## config.mk

```make
export PLATFORM = sky130hd
export DESIGN_NAME = operating_mode_policy_flat
export DESIGN_NICKNAME = d
export VERILOG_FILES = /design/src/rtl/omp_pkg.sv /design/src/rtl/omp_if.sv /design/src/rtl/operating_mode_policy.sv /design/src/flat_wrapper.sv
export SDC_FILE = /design/constraint.sdc
export NUM_CORES = 1
export LEC_CHECK = 0
export ABC_AREA = 1
export BUFFER_PORTS_ARGS = -buffer_cell sky130_fd_sc_hd__clkbuf_2
export CAP_MARGIN = 10
export CORE_MARGIN = 8
export CORE_UTILIZATION = 40
export DETAILED_ROUTE_END_ITERATION = 6
export PLACE_DENSITY = 0.64
export RECOVER_POWER = 25
export SLEW_MARGIN = 15
export SYNTH_ARGS = -nofsm -noshare
export SYNTH_HDL_FRONTEND = slang
export SYNTH_SLANG_ARGS = --single-unit
```

## constraint.sdc

```tcl
create_clock -name clk -period 17.4 [get_ports clk]
set_input_delay 3.48 -clock clk [delete_from_list [all_inputs] [get_ports clk]]
set_output_delay 3.48 -clock clk [all_outputs]
set_load 0.01 [all_outputs]
```

## src/rtl/omp_pkg.sv

```systemverilog
// Shared types, codes and constants for the operating mode policy block.
package omp_pkg;

  typedef logic [1:0]  mode_t;
  typedef logic [2:0]  decision_t;
  typedef logic [1:0]  phase_t;
  typedef logic [1:0]  finish_t;
  typedef logic [3:0]  event_t;
  typedef logic [5:0]  effect_t;
  typedef logic [16:0] secs_t;
  typedef logic [31:0] msec_t;
  typedef logic [1:0]  cfg_idx_t;
  typedef logic [16:0] cfg_data_t;

  // Operating modes
  localparam mode_t MODE_NORMAL  = 2'd0;
  localparam mode_t MODE_FEEDING = 2'd1;
  localparam mode_t MODE_WATER   = 2'd2;
  localparam mode_t MODE_MAINT   = 2'd3;

  // Decisions
  localparam decision_t DEC_NO_CHANGE   = 3'd0;
  localparam decision_t DEC_ACCEPTED    = 3'd1;
  localparam decision_t DEC_REMAIN_UPD  = 3'd2;
  localparam decision_t DEC_INVALID_CFG = 3'd3;
  localparam decision_t DEC_INVALID_CMD = 3'd4;

  // Effect phases
  localparam phase_t PHASE_NONE  = 2'd0;
  localparam phase_t PHASE_ENTER = 2'd1;
  localparam phase_t PHASE_EXIT  = 2'd2;
  localparam phase_t PHASE_STAY  = 2'd3;

  // Finish reasons
  localparam finish_t FIN_NONE    = 2'd0;
  localparam finish_t FIN_MANUAL  = 2'd1;
  localparam finish_t FIN_TIMEOUT = 2'd2;

  // Event bits
  localparam event_t EV_SAVE     = 4'b0001;
  localparam event_t EV_CHANGED  = 4'b0010;
  localparam event_t EV_STARTED  = 4'b0100;
  localparam event_t EV_FINISHED = 4'b1000;

  // Configuration register indexes
  localparam cfg_idx_t CFG_FEED_DUR    = 2'd0;
  localparam cfg_idx_t CFG_RETURN_AUTO = 2'd1;
  localparam cfg_idx_t CFG_MODE_EFFECT = 2'd2;

  // Reset values of configuration
  localparam logic [2:0] RETURN_AUTO_RST = 3'b001;

  // floor(x / 1000) == (x * DIV_RECIP) >> DIV_SHIFT for any 32-bit x
  localparam logic [28:0] DIV_RECIP = 29'd274877907;
  localparam int          DIV_SHIFT = 38;

endpackage

```

## src/rtl/omp_if.sv

```systemverilog
// Channel interfaces: mode item input, result output and configuration writes.
interface omp_in_if;
  import omp_pkg::*;
  logic        valid;
  logic        ready;
  logic        cmd;
  logic        from_local;
  logic [2:0]  requested_mode;
  msec_t       now_ms;

  modport source (output valid, cmd, from_local, requested_mode, now_ms, input ready);
  modport sink   (input valid, cmd, from_local, requested_mode, now_ms, output ready);
endinterface

interface omp_out_if;
  import omp_pkg::*;
  logic      valid;
  logic      ready;
  decision_t decision;
  mode_t     mode_after;
  secs_t     remaining_s;
  phase_t    effect_phase;
  finish_t   finish_reason;
  event_t    event_bits;
  effect_t   effect_bits;

  modport source (output valid, decision, mode_after, remaining_s, effect_phase,
                  finish_reason, event_bits, effect_bits, input ready);
  modport sink   (input valid, decision, mode_after, remaining_s, effect_phase,
                  finish_reason, event_bits, effect_bits, output ready);
endinterface

interface omp_cfg_if;
  import omp_pkg::*;
  logic      valid;
  logic      ready;
  cfg_idx_t  index;
  cfg_data_t data;

  modport source (output valid, index, data, input ready);
  modport sink   (input valid, index, data, output ready);
endinterface

```

## src/rtl/operating_mode_policy.sv

```systemverilog
// Top level of the operating mode policy block.
//
// Usage: each transaction on in_ch is a tick (cmd = 0) or a mode request
// (cmd = 1) stamped with now_ms. Every input transaction yields exactly one
// result transaction on out_ch with the decision, the mode and remaining
// feeding seconds after the item, the effect phase, finish reason, event
// bits and effect flags. Registers are written over cfg_ch (index 0 feeding
// duration, 1 return auto bits, 2 mode effect bits); cfg_ch is always ready
// and must only be written while no result is outstanding.
// Each result is registered as its input is accepted. Throughput: one item
// per cycle unless out_ch stalls; the path is one 32-bit subtract, one 32x29
// reciprocal multiply for the divide by 1000 and a 17-bit subtract.
// A single output register sits between the channels: in_ch is ready when
// it is empty or being drained, so a stalled receiver holds in_ch off after
// one buffered result, and nothing is dropped.
// Reset (synchronous, rst_n low): mode normal, start time 0, remaining 0,
// duration 0, return auto bits 3'b001, effect bits 0, output empty.
module operating_mode_policy
  import omp_pkg::*;
(
  input logic         clk,
  input logic         rst_n,
  omp_in_if.sink      in_ch,
  omp_out_if.source   out_ch,
  omp_cfg_if.sink     cfg_ch
);

  // Configuration registers
  secs_t        feed_dur_r;
  logic [26:0]  feed_ms_r;
  logic [2:0]   ret_auto_r;
  logic [7:0]   mode_fx_r;

  // Policy state
  mode_t        mode_r, mode_nxt;
  msec_t        start_r, start_nxt;
  secs_t        rem_r, rem_nxt;

  // Output register
  logic         out_valid_r, out_valid_nxt;
  decision_t    dec_r, dec_nxt;
  phase_t       phase_r, phase_nxt;
  finish_t      fin_r, fin_nxt;
  event_t       ev_r, ev_nxt;
  effect_t      fx_r, fx_nxt;

  logic         in_fire;
  logic         cfg_fire;
  logic         go_norm;
  finish_t      go_reason;
  msec_t        diff;
  logic [60:0]  prod;
  logic [22:0]  elapsed_s;
  secs_t        rem_calc;
  logic         timed_out;
  logic [26:0]  wr_ms;

  assign in_fire  = in_ch.valid && in_ch.ready;
  assign cfg_fire = cfg_ch.valid && cfg_ch.ready;
  assign in_ch.ready  = !out_valid_r || out_ch.ready;
  assign cfg_ch.ready = 1'b1;

  // Duration in ms for the timeout compare: d*1000 = d*1024 - d*16 - d*8
  assign wr_ms = (27'(cfg_ch.data) << 10) - (27'(cfg_ch.data) << 4)
               - (27'(cfg_ch.data) << 3);

  // Configuration writes
  always_ff @(posedge clk) begin
    if (!rst_n) begin
      feed_dur_r <= '0;
      feed_ms_r  <= '0;
      ret_auto_r <= RETURN_AUTO_RST;
      mode_fx_r  <= '0;
    end else if (cfg_fire) begin
      unique case (cfg_ch.index)
        CFG_FEED_DUR: begin
          feed_dur_r <= cfg_ch.data;
          feed_ms_r  <= wr_ms;
        end
        CFG_RETURN_AUTO: ret_auto_r <= cfg_ch.data[2:0];
        CFG_MODE_EFFECT: mode_fx_r  <= cfg_ch.data[7:0];
        default: ;
      endcase
    end
  end

  // Elapsed whole seconds since mode start, no wrap
  assign diff      = (in_ch.now_ms > start_r) ? (in_ch.now_ms - start_r) : '0;
  assign prod      = 61'(diff) * 61'(DIV_RECIP);
  assign elapsed_s = prod[DIV_SHIFT +: 23];
  assign timed_out = diff >= {5'b0, feed_ms_r};
  // Only used when not timed out, so elapsed_s < duration fits 17 bits
  assign rem_calc  = feed_dur_r - elapsed_s[16:0];

  // Policy decision for the item on in_ch
  always_comb begin
    dec_nxt   = DEC_NO_CHANGE;
    phase_nxt = PHASE_NONE;
    fin_nxt   = FIN_NONE;
    ev_nxt    = '0;
    fx_nxt    = '0;
    mode_nxt  = mode_r;
    start_nxt = start_r;
    rem_nxt   = rem_r;
    go_norm   = 1'b0;
    go_reason = FIN_NONE;

    if (in_ch.cmd) begin
      // requested_mode bit 2 set means a code above maintenance
      if (!in_ch.from_local || in_ch.requested_mode[2]) begin
        dec_nxt = DEC_INVALID_CMD;
      end else if (in_ch.requested_mode[1:0] == mode_r) begin
        dec_nxt = DEC_NO_CHANGE;
      end else if (in_ch.requested_mode[1:0] == MODE_NORMAL) begin
        go_norm   = 1'b1;
        go_reason = FIN_MANUAL;
      end else begin
        dec_nxt   = DEC_ACCEPTED;
        phase_nxt = PHASE_ENTER;
        ev_nxt    = EV_SAVE | EV_CHANGED | EV_STARTED
                  | ((mode_r != MODE_NORMAL) ? EV_FINISHED : '0);
        mode_nxt  = in_ch.requested_mode[1:0];
        start_nxt = in_ch.now_ms;
        rem_nxt   = '0;
        unique case (in_ch.requested_mode[1:0])
          MODE_FEEDING: begin
            fx_nxt  = {mode_fx_r[2], mode_fx_r[2], 3'b000, mode_fx_r[1]};
            rem_nxt = feed_dur_r;
            if (feed_dur_r == '0 || !ret_auto_r[0]) begin
              dec_nxt = DEC_INVALID_CFG;
            end
          end
          MODE_WATER: begin
            fx_nxt = {mode_fx_r[5], mode_fx_r[5], 2'b00, mode_fx_r[4], mode_fx_r[3]};
            if (ret_auto_r[1]) begin
              dec_nxt = DEC_INVALID_CFG;
            end
          end
          default: begin
            fx_nxt = {mode_fx_r[6] & mode_fx_r[7], mode_fx_r[6], 1'b1, 3'b000};
            if (ret_auto_r[2]) begin
              dec_nxt = DEC_INVALID_CFG;
            end
          end
        endcase
        // Rejected entry leaves everything as it was
        if (dec_nxt == DEC_INVALID_CFG) begin
          phase_nxt = PHASE_NONE;
          ev_nxt    = '0;
          fx_nxt    = '0;
          mode_nxt  = mode_r;
          start_nxt = start_r;
          rem_nxt   = rem_r;
        end
      end
    end else if (mode_r == MODE_FEEDING) begin
      // Tick while feeding
      if (feed_dur_r == '0) begin
        dec_nxt = DEC_INVALID_CFG;
      end else if (timed_out) begin
        go_norm   = 1'b1;
        go_reason = FIN_TIMEOUT;
      end else if (rem_calc != rem_r) begin
        rem_nxt   = rem_calc;
        dec_nxt   = DEC_REMAIN_UPD;
        phase_nxt = PHASE_STAY;
      end
    end

    // Return to normal; previous mode is never normal here
    if (go_norm) begin
      dec_nxt   = DEC_ACCEPTED;
      phase_nxt = PHASE_EXIT;
      fin_nxt   = go_reason;
      ev_nxt    = EV_SAVE | EV_CHANGED | EV_FINISHED;
      fx_nxt    = {1'b0, mode_fx_r[0], 1'b0, mode_fx_r[0], 2'b00};
      mode_nxt  = MODE_NORMAL;
      start_nxt = in_ch.now_ms;
      rem_nxt   = '0;
    end
  end

  assign out_valid_nxt = in_fire ? 1'b1 : (out_ch.ready ? 1'b0 : out_valid_r);

  // State and output control
  always_ff @(posedge clk) begin
    if (!rst_n) begin
      mode_r      <= MODE_NORMAL;
      start_r     <= '0;
      rem_r       <= '0;
      out_valid_r <= 1'b0;
    end else begin
      out_valid_r <= out_valid_nxt;
      if (in_fire) begin
        mode_r  <= mode_nxt;
        start_r <= start_nxt;
        rem_r   <= rem_nxt;
      end
    end
  end

  // Result payload
  always_ff @(posedge clk) begin
    if (in_fire) begin
      dec_r   <= dec_nxt;
      phase_r <= phase_nxt;
      fin_r   <= fin_nxt;
      ev_r    <= ev_nxt;
      fx_r    <= fx_nxt;
    end
  end

  // Mode and remaining after the item are the live state registers
  assign out_ch.valid         = out_valid_r;
  assign out_ch.decision      = dec_r;
  assign out_ch.mode_after    = mode_r;
  assign out_ch.remaining_s   = rem_r;
  assign out_ch.effect_phase  = phase_r;
  assign out_ch.finish_reason = fin_r;
  assign out_ch.event_bits    = ev_r;
  assign out_ch.effect_bits   = fx_r;

  // Remaining time is only nonzero while feeding
  a_rem_only_feeding: assert property (@(posedge clk) disable iff (!rst_n)
    mode_r != MODE_FEEDING |-> rem_r == '0)
    else $error("remaining time nonzero outside feeding");

  // Every accepted item produces a pending result
  a_fire_gives_result: assert property (@(posedge clk) disable iff (!rst_n)
    in_fire |=> out_valid_r)
    else $error("accepted item produced no result");

  // Invalid commands never touch state
  a_invalid_cmd_stable: assert property (@(posedge clk) disable iff (!rst_n)
    in_fire && in_ch.cmd && (!in_ch.from_local || in_ch.requested_mode[2])
    |=> $stable(mode_r) && $stable(start_r) && $stable(rem_r))
    else $error("invalid command changed state");

  // A timeout result always lands in normal mode
  a_timeout_normal: assert property (@(posedge clk) disable iff (!rst_n)
    out_valid_r && fin_r == FIN_TIMEOUT |-> mode_r == MODE_NORMAL && rem_r == '0)
    else $error("timeout result not in normal mode");

  // Remaining updates only occur while feeding
  a_update_feeding: assert property (@(posedge clk) disable iff (!rst_n)
    out_valid_r && dec_r == DEC_REMAIN_UPD |-> mode_r == MODE_FEEDING)
    else $error("remaining update outside feeding");

endmodule
```

## src/flat_wrapper.sv

```systemverilog
// flat-port wrapper written by rule: the top's interface ports become plain ports
module operating_mode_policy_flat import omp_pkg::*;
  (clk, rst_n, in_ch_valid, in_ch_cmd, in_ch_from_local, in_ch_requested_mode, in_ch_now_ms, in_ch_ready, out_ch_valid, out_ch_decision, out_ch_mode_after, out_ch_remaining_s, out_ch_effect_phase, out_ch_finish_reason, out_ch_event_bits, out_ch_effect_bits, out_ch_ready, cfg_ch_valid, cfg_ch_index, cfg_ch_data, cfg_ch_ready);
  omp_in_if in_ch_i ();
  omp_out_if out_ch_i ();
  omp_cfg_if cfg_ch_i ();
  input logic clk;
  input logic rst_n;
  input wire logic [$bits(in_ch_i.valid)-1:0] in_ch_valid;
  input wire logic [$bits(in_ch_i.cmd)-1:0] in_ch_cmd;
  input wire logic [$bits(in_ch_i.from_local)-1:0] in_ch_from_local;
  input wire logic [$bits(in_ch_i.requested_mode)-1:0] in_ch_requested_mode;
  input wire logic [$bits(in_ch_i.now_ms)-1:0] in_ch_now_ms;
  output wire logic [$bits(in_ch_i.ready)-1:0] in_ch_ready;
  output wire logic [$bits(out_ch_i.valid)-1:0] out_ch_valid;
  output wire logic [$bits(out_ch_i.decision)-1:0] out_ch_decision;
  output wire logic [$bits(out_ch_i.mode_after)-1:0] out_ch_mode_after;
  output wire logic [$bits(out_ch_i.remaining_s)-1:0] out_ch_remaining_s;
  output wire logic [$bits(out_ch_i.effect_phase)-1:0] out_ch_effect_phase;
  output wire logic [$bits(out_ch_i.finish_reason)-1:0] out_ch_finish_reason;
  output wire logic [$bits(out_ch_i.event_bits)-1:0] out_ch_event_bits;
  output wire logic [$bits(out_ch_i.effect_bits)-1:0] out_ch_effect_bits;
  input wire logic [$bits(out_ch_i.ready)-1:0] out_ch_ready;
  input wire logic [$bits(cfg_ch_i.valid)-1:0] cfg_ch_valid;
  input wire logic [$bits(cfg_ch_i.index)-1:0] cfg_ch_index;
  input wire logic [$bits(cfg_ch_i.data)-1:0] cfg_ch_data;
  output wire logic [$bits(cfg_ch_i.ready)-1:0] cfg_ch_ready;
  assign in_ch_i.valid = in_ch_valid;
  assign in_ch_i.cmd = in_ch_cmd;
  assign in_ch_i.from_local = in_ch_from_local;
  assign in_ch_i.requested_mode = in_ch_requested_mode;
  assign in_ch_i.now_ms = in_ch_now_ms;
  assign in_ch_ready = in_ch_i.ready;
  assign out_ch_valid = out_ch_i.valid;
  assign out_ch_decision = out_ch_i.decision;
  assign out_ch_mode_after = out_ch_i.mode_after;
  assign out_ch_remaining_s = out_ch_i.remaining_s;
  assign out_ch_effect_phase = out_ch_i.effect_phase;
  assign out_ch_finish_reason = out_ch_i.finish_reason;
  assign out_ch_event_bits = out_ch_i.event_bits;
  assign out_ch_effect_bits = out_ch_i.effect_bits;
  assign out_ch_i.ready = out_ch_ready;
  assign cfg_ch_i.valid = cfg_ch_valid;
  assign cfg_ch_i.index = cfg_ch_index;
  assign cfg_ch_i.data = cfg_ch_data;
  assign cfg_ch_ready = cfg_ch_i.ready;
  operating_mode_policy u_core (.clk(clk), .rst_n(rst_n), .in_ch(in_ch_i), .out_ch(out_ch_i), .cfg_ch(cfg_ch_i));
endmodule
```

After elaboration in Yosys (flattened, before gate mapping) --
Index checks and enable logic that the tools add are counted.
Operators by class: divide/modulo/power cells 0, add/sub/neg operators 4, bitwise gates (word level) 2, multiply operators 1, mux-type cells 78, eq/ne operators 18, shift-type cells 0, magnitude comparators 2, reductions and logical operators 22
Operators with widths (count):
- 32-bit 2-to-1 mux | 7
- 17-bit 2-to-1 mux | 11
- 32-bit by 29-bit multiplier with 55-bit output, second input constant | 1
- 2-bit 2-to-1 mux | 24
- 3-bit 2-to-1 mux | 11
- 32-bit by 27-bit greater-or-equal comparator with 1-bit output | 1
- 32-bit > comparator | 1
- 32-bit subtractor | 1
- 5-bit 2-to-1 mux | 6
- 27-bit by 20-bit subtractor with 27-bit output | 1
- 27-bit by 21-bit subtractor with 27-bit output | 1
- 4-bit 2-to-1 mux | 6
- 3-bit by 2-bit inequality test with 1-bit output, second input constant | 6
- 17-bit logical NOT | 1
- 17-bit inequality test | 1
- 17-bit subtractor | 1
- 6-bit case mux with 2 select lines | 1
- 1-bit 2-to-1 mux | 11
- 9-bit AND reduction | 1
- 2-bit by 1-bit inequality test with 1-bit output, second input constant | 4
- 2-bit by 1-bit == test with 1-bit output, second input constant | 3
- 3-bit case mux with 2 select lines | 1
- 2-bit AND reduction | 3
- 6-bit AND reduction | 1
- 13 further kinds | 22
Word-level totals: bits in read-only memories 0, bits in latches 0, output and inout port bits 39, flip-flop bits (word level) 124, logic and storage cells 142, memory bits (writable) 0, memories kept 0, input bits 61

Longest topological paths before layout --
word-level depth 15, depth in mapped cells 66, mapped depth without buffers 64

Least setup slack after synthesis --
Ideal clock, no wire load.
path kind input-to-reg, start input port in_ch_now_ms[0], end register u_core.rem_r[10] (netlist: u_core.out_ch.remaining_s[10]), library setup time 0.113 ns, cell stages on the path 59, data arrival time 13.592 ns, data required time 17.287 ns, path buffers 2, slack 3.695 ns, cells stage by stage inv_1 -> ha_1 -> fa_1 -> inv_1 -> nand3_1 -> nand2_1 -> nand2_1 -> nand2_2 -> nand2_2 -> nand2_4 -> nand2_2 -> a21oi_2 -> clkbuf_1 -> o21ai_0 -> a21oi_1 -> ha_1 -> fa_1 -> fa_1 -> (+23 left out) -> a21oi_1 -> o21ai_0 -> a21oi_1 -> nand2_1 -> or2_2 -> nand2_1 -> nand2_1 -> a21oi_1 -> nand3_1 -> nor2_1 -> nand3_1 -> nand2_1 -> nand3_2 -> nand2_2 -> buf_6 -> nand2_1 -> nand2_1 -> nor2_1
On the way: word-level cells in the longest chain between the ends 10, elaborated cells on any way between the ends 26, those cells by class add/sub: 2; mul: 1; order compare: 2; eq/ne: 7; mux: 11; reduce/logical: 3
RTL lines:
- start: declaration | RTL line flat_wrapper.sv:13 | input wire logic [$bits(in_ch_i.now_ms)-1:0] in_ch_now_ms;
- 32-bit subtractor or 32-bit > comparator (tied branches) | RTL line operating_mode_policy.sv:88 | assign diff = (in_ch.now_ms > start_r) ? (in_ch.now_ms - start_r) : '0;
- 32-bit 2-to-1 mux * | RTL line operating_mode_policy.sv:88
- 32-bit by 29-bit multiplier with 55-bit output | RTL line operating_mode_policy.sv:89 | assign prod = 61'(diff) * 61'(DIV_RECIP);
- 17-bit subtractor | RTL line operating_mode_policy.sv:93 | assign rem_calc = feed_dur_r - elapsed_s[16:0];
- 17-bit 2-to-1 mux | RTL line operating_mode_policy.sv:163 | end else if (rem_calc != rem_r) begin
- 17-bit 2-to-1 mux | RTL line operating_mode_policy.sv:160 | end else if (timed_out) begin
- 17-bit 2-to-1 mux | RTL line operating_mode_policy.sv:158 | if (feed_dur_r == '0) begin
- 17-bit 2-to-1 mux | RTL line operating_mode_policy.sv:156 | end else if (mode_r == MODE_FEEDING) begin
- 17-bit 2-to-1 mux | RTL line operating_mode_policy.sv:108 | if (in_ch.cmd) begin
- 17-bit 2-to-1 mux | RTL line operating_mode_policy.sv:171 | if (go_norm) begin
- end signal: assignment | RTL line operating_mode_policy.sv:197 | rem_r <= rem_nxt;
- end: declaration | RTL line operating_mode_policy.sv:37 | secs_t rem_r, rem_nxt;
Every way passes the cells marked *; elsewhere a longest branch is shown, timed or not. The select of a mux whose other input is x is not followed. A chain may end at the register's enable or synchronous reset.

Worst setup path after layout --
start input port in_ch_now_ms[0], end register u_core.rem_r[5] (netlist: u_core.out_ch.remaining_s[5])
Same word-level chain as after synthesis.

==> run metrics <==
Gates resized, CTS repair=0; Layout Area Growth over Synthesis=8.31%; CTS max path bufs=2; clock transition at the register clock pins on the worst setup and hold paths after CTS=roughly 70 ps; count of yosys warnings during synthesis=0; final hold vios=0; period utilization=roughly nine tenths; Critical Path Max Stage Delay=roughly 900 ps; total CTS buffers=17; GRT Total Usage=approximately 20%; post-DP HPWL=slightly below 60,000 um; Syn Inst Count=3,063; die outline width=263 um; Worst Path Class, Setup=input port to flop; part of the Yosys area used for sequential elements=between 10% and 20%; result of the run=finished with violations; number of diodes=0; wire length of the first global-routing pass=112,000 um; number of antenna violations at the first check in global routing=0; number of global-route vias before repair=around 20k; remaining global-route overflow=0; Via density=4.99; core area=approximately 0.060 mm2; die height=approximately 260 um; final setup violation count=0; slowest stage cell, crit path=sky130_fd_sc_hd__a21oi_2; Worst Hold Launch=u_core.start_r[25]$_SDFFE_PN0P_; Post-CTS Hold Buffers=0; net count after synthesis=approximately 3.9k; timing-limited maximum frequency=approximately 64 MHz; reg-to-reg critical path startpoint=u_core.start_r[0]$_SDFFE_PN0P_; I/O Buffers=98; Worst setup startpoint=in_ch_now_ms[0]; total number of nets in the final design=about 4k; critical path arrival=between 15,000 and 20,000 ps; Crit path buffers/inverters=11; count of nets left with antenna violations after detail routing=0; maximum clock skew at final layout=approximately 26 ps; H-tree depth reported by CTS=4; average wire length per cell after detail routing=17.4 um; clock root buffer master=sky130_fd_sc_hd__clkbuf_16; type of origin of the critical path=input port; detailed-route wire length=between 60,000 and 70,000 um; required time at the worst-slack endpoint=17,740 ps; pins over their slew limit=88; type of the tightest min-delay check=flop to flop; area enclosed by the die boundary=between 0.06 and 0.07 mm2; num ports=100; number of library cell types mapped by synthesis=53; RSZ-0062 raised after global routing=false; violated checks=max-capacitance violations, max-slew violations; First-pass DRT Iterations=5; clock network latency to the later pin of the worst-skew pair=roughly 450 ps; shortest clock period the worst path allows after layout=15,680 ps; layout cells sized above 1=between 6 and 7%; type of destination of the critical path=flop; number of flops mapped to enable cells by yosys=16; cell area after technology mapping=0.0245 mm2; clock tree from TritonCTS=built; average size of a mapped cell=approximately 8 um2; Top Family by Delay on Critical Path=adder cells; top fanout value on the critical path=22; maximum number of pins on one net before global-route repair=slightly below 90; DRC viols=0; via count of the routed design=19.7k; proportion of synthesized flip-flops having asynchronous set or reset=0%; max-cap check violation count=1; global placement routability congestion=between 0.9 and 1; Post-CTS Setup Inserts=0; slew margin rel.=-163%; number of cell rows=90; number of sinks handled by clock tree synthesis=about 120; final total negative setup slack=0 ps; actual slew at the worst max-slew pin=between 3000 and 4000 ps; initial standard-cell utilization of the core=40.5%; number of design-rule violations left by the first detailed-router iteration=between 1k and 1.5k; most common flop cell mapped by yosys=sky130_fd_sc_hd__dfxtp_1; number of register bits inferred by synthesis=roughly 120
-- registers in the layout (all words and copies together), names as in the netlist, 3 cells and up --
name,cells
u_core.mode_fx_r,8
u_core.feed_dur_r,16
u_core.out_ch.decision,3
u_core.ret_auto_r,3
u_core.out_ch.effect_bits,6
u_core.out_ch.remaining_s,17
u_core.out_ch.event_bits,3
u_core.start_r,32
u_core.feed_ms_r,24
-- Yosys cell counts, types with 2 or more instances --
cell / count / share of area, %
sky130_fd_sc_hd__a211oi_1: 3 / 0.092
sky130_fd_sc_hd__a21boi_0: 4 / 0.12
sky130_fd_sc_hd__a21o_1: 7 / 0.21
sky130_fd_sc_hd__a21oi_1: 197 / 4.0
sky130_fd_sc_hd__a21oi_2: 2 / 0.072
sky130_fd_sc_hd__a22o_1: 3 / 0.11
sky130_fd_sc_hd__a22oi_1: 5 / 0.15
sky130_fd_sc_hd__a31oi_1: 31 / 0.79
sky130_fd_sc_hd__and3_1: 2 / 0.051
sky130_fd_sc_hd__buf_1: 2 / 0.031
sky130_fd_sc_hd__buf_2: 7 / 0.14
sky130_fd_sc_hd__buf_4: 5 / 0.15
sky130_fd_sc_hd__buf_6: 4 / 0.18
sky130_fd_sc_hd__clkbuf_1: 26 / 0.40
sky130_fd_sc_hd__clkinv_1: 3 / 0.046
sky130_fd_sc_hd__dfxtp_1: 103 / 8.4
sky130_fd_sc_hd__edfxtp_1: 16 / 2.0
sky130_fd_sc_hd__fa_1: 309 / 25
sky130_fd_sc_hd__ha_1: 474 / 24
sky130_fd_sc_hd__inv_1: 770 / 12
sky130_fd_sc_hd__inv_2: 3 / 0.046
sky130_fd_sc_hd__nand2_1: 363 / 5.6
sky130_fd_sc_hd__nand2_2: 10 / 0.26
sky130_fd_sc_hd__nand2_4: 2 / 0.092
sky130_fd_sc_hd__nand3_1: 98 / 2.0
sky130_fd_sc_hd__nand3_2: 4 / 0.16
sky130_fd_sc_hd__nand3_4: 2 / 0.14
sky130_fd_sc_hd__nand3b_1: 33 / 1.0
sky130_fd_sc_hd__nand4_1: 19 / 0.49
sky130_fd_sc_hd__nor2_1: 249 / 3.8
sky130_fd_sc_hd__nor2_2: 4 / 0.10
sky130_fd_sc_hd__nor3_1: 19 / 0.39
sky130_fd_sc_hd__nor4_1: 8 / 0.20
sky130_fd_sc_hd__o211ai_1: 11 / 0.34
sky130_fd_sc_hd__o21a_1: 12 / 0.37
sky130_fd_sc_hd__o21ai_0: 129 / 2.6
sky130_fd_sc_hd__o21bai_1: 14 / 0.43
sky130_fd_sc_hd__o221ai_1: 2 / 0.072
sky130_fd_sc_hd__o22ai_1: 5 / 0.13
sky130_fd_sc_hd__o31ai_1: 4 / 0.12
sky130_fd_sc_hd__or2_2: 16 / 0.41
sky130_fd_sc_hd__xnor2_1: 38 / 1.4
sky130_fd_sc_hd__xor2_1: 35 / 1.3
-- layout by cell type (no fill, tap or decap), drive strengths merged, types with 6 or more instances in the layout --
cell type,netlist,routed
o21ai,130,130
xor2,35,35
o21bai,14,14
nand2,375,375
inv,773,783
o211ai,11,11
dfxtp,103,103
ha,474,474
clkbuf,26,116
nor3,20,20
or2,16,16
a21o,7,7
nand3,104,104
a31oi,31,31
fa,309,309
xnor2,38,38
o21a,12,12
a21oi,199,199
edfxtp,16,16
nand3b,33,33
buf,18,23
clkinv,3,6
nor4,8,8
nand4,19,19
nor2,254,254
-- worst register-to-register path, delay by kind of cell (launching register included) --
family,cells,cell delay (ps)
AOI/OAI and AO/OA,8,2380
xor gates and xnor gates,2,390
adders and majority gates,12,5340
buffers and inverters,9,1130
DFF,1,320
and+or+nand+nor,26,3160
-- metrics by stage --
step | hold WS (ps) | utilization, % | instance area [um2] | worst slack (ps) | instances
2_1_floorplan | 445 | - | 24500 | 3690 | 3063
3_3_place_gp | 462 | 42.9 | 25900 | 1520 | 3923
3_5_place_dp | 474 | 42.9 | 25900 | 1440 | 3923
4_1_cts | 486 | 43.9 | 26500 | 1880 | 3955
5_1_grt | 504 | 43.9 | 26500 | 870 | 3955
6_report | 484 | 43.9 | 26500 | 1720 | 3955
-- layer usage --
layer	global-route usage (%)	vias up	wire length, um
li1	-	9843	-
met1	27.7	9242	32000
met2	33.2	567	31900
met3	2.53	82	3630
met4	4.62	0	1420
met5	0	-	0
-- final timing paths --
kind / cells past startpoint / slack, ps / end
setup / recovery: 59 / 1720 / u_core.out_ch.remaining_s[5]$_SDFFE_PN0P_
hold / removal: 2 / 480 / u_core.start_r[25]$_SDFFE_PN0P_
setup reg to reg: 57 / 4580 / u_core.out_ch.remaining_s[5]$_SDFFE_PN0P_
hold reg to reg: 2 / 480 / u_core.start_r[25]$_SDFFE_PN0P_
-- layout make-up --
type	count	area (um2)
inverters	776	2910
well taps	782	978
clock inverters	15	179
clock buffers	17	425
repair buffers	122	663
fillers	6056	33900
multi-input cells	2124	18800
flip-flops and latches	119	2540
-- cell families (layout without fill, tap and decap cells) --
kind of cell,count (synthesis),in the layout,synth area share [%]
simple gates,832,832,14.8
buf+inv,820,930,12.8
fa+ha+maj,783,783,49.5
compound gates,435,435,9.89
flops,119,119,10.4
xor+xnor,73,73,2.61
other cells,1,1,0.0153
Power is not shown: default switching activity piles up to over one toggle a cycle in this logic, so the estimate is an artifact.
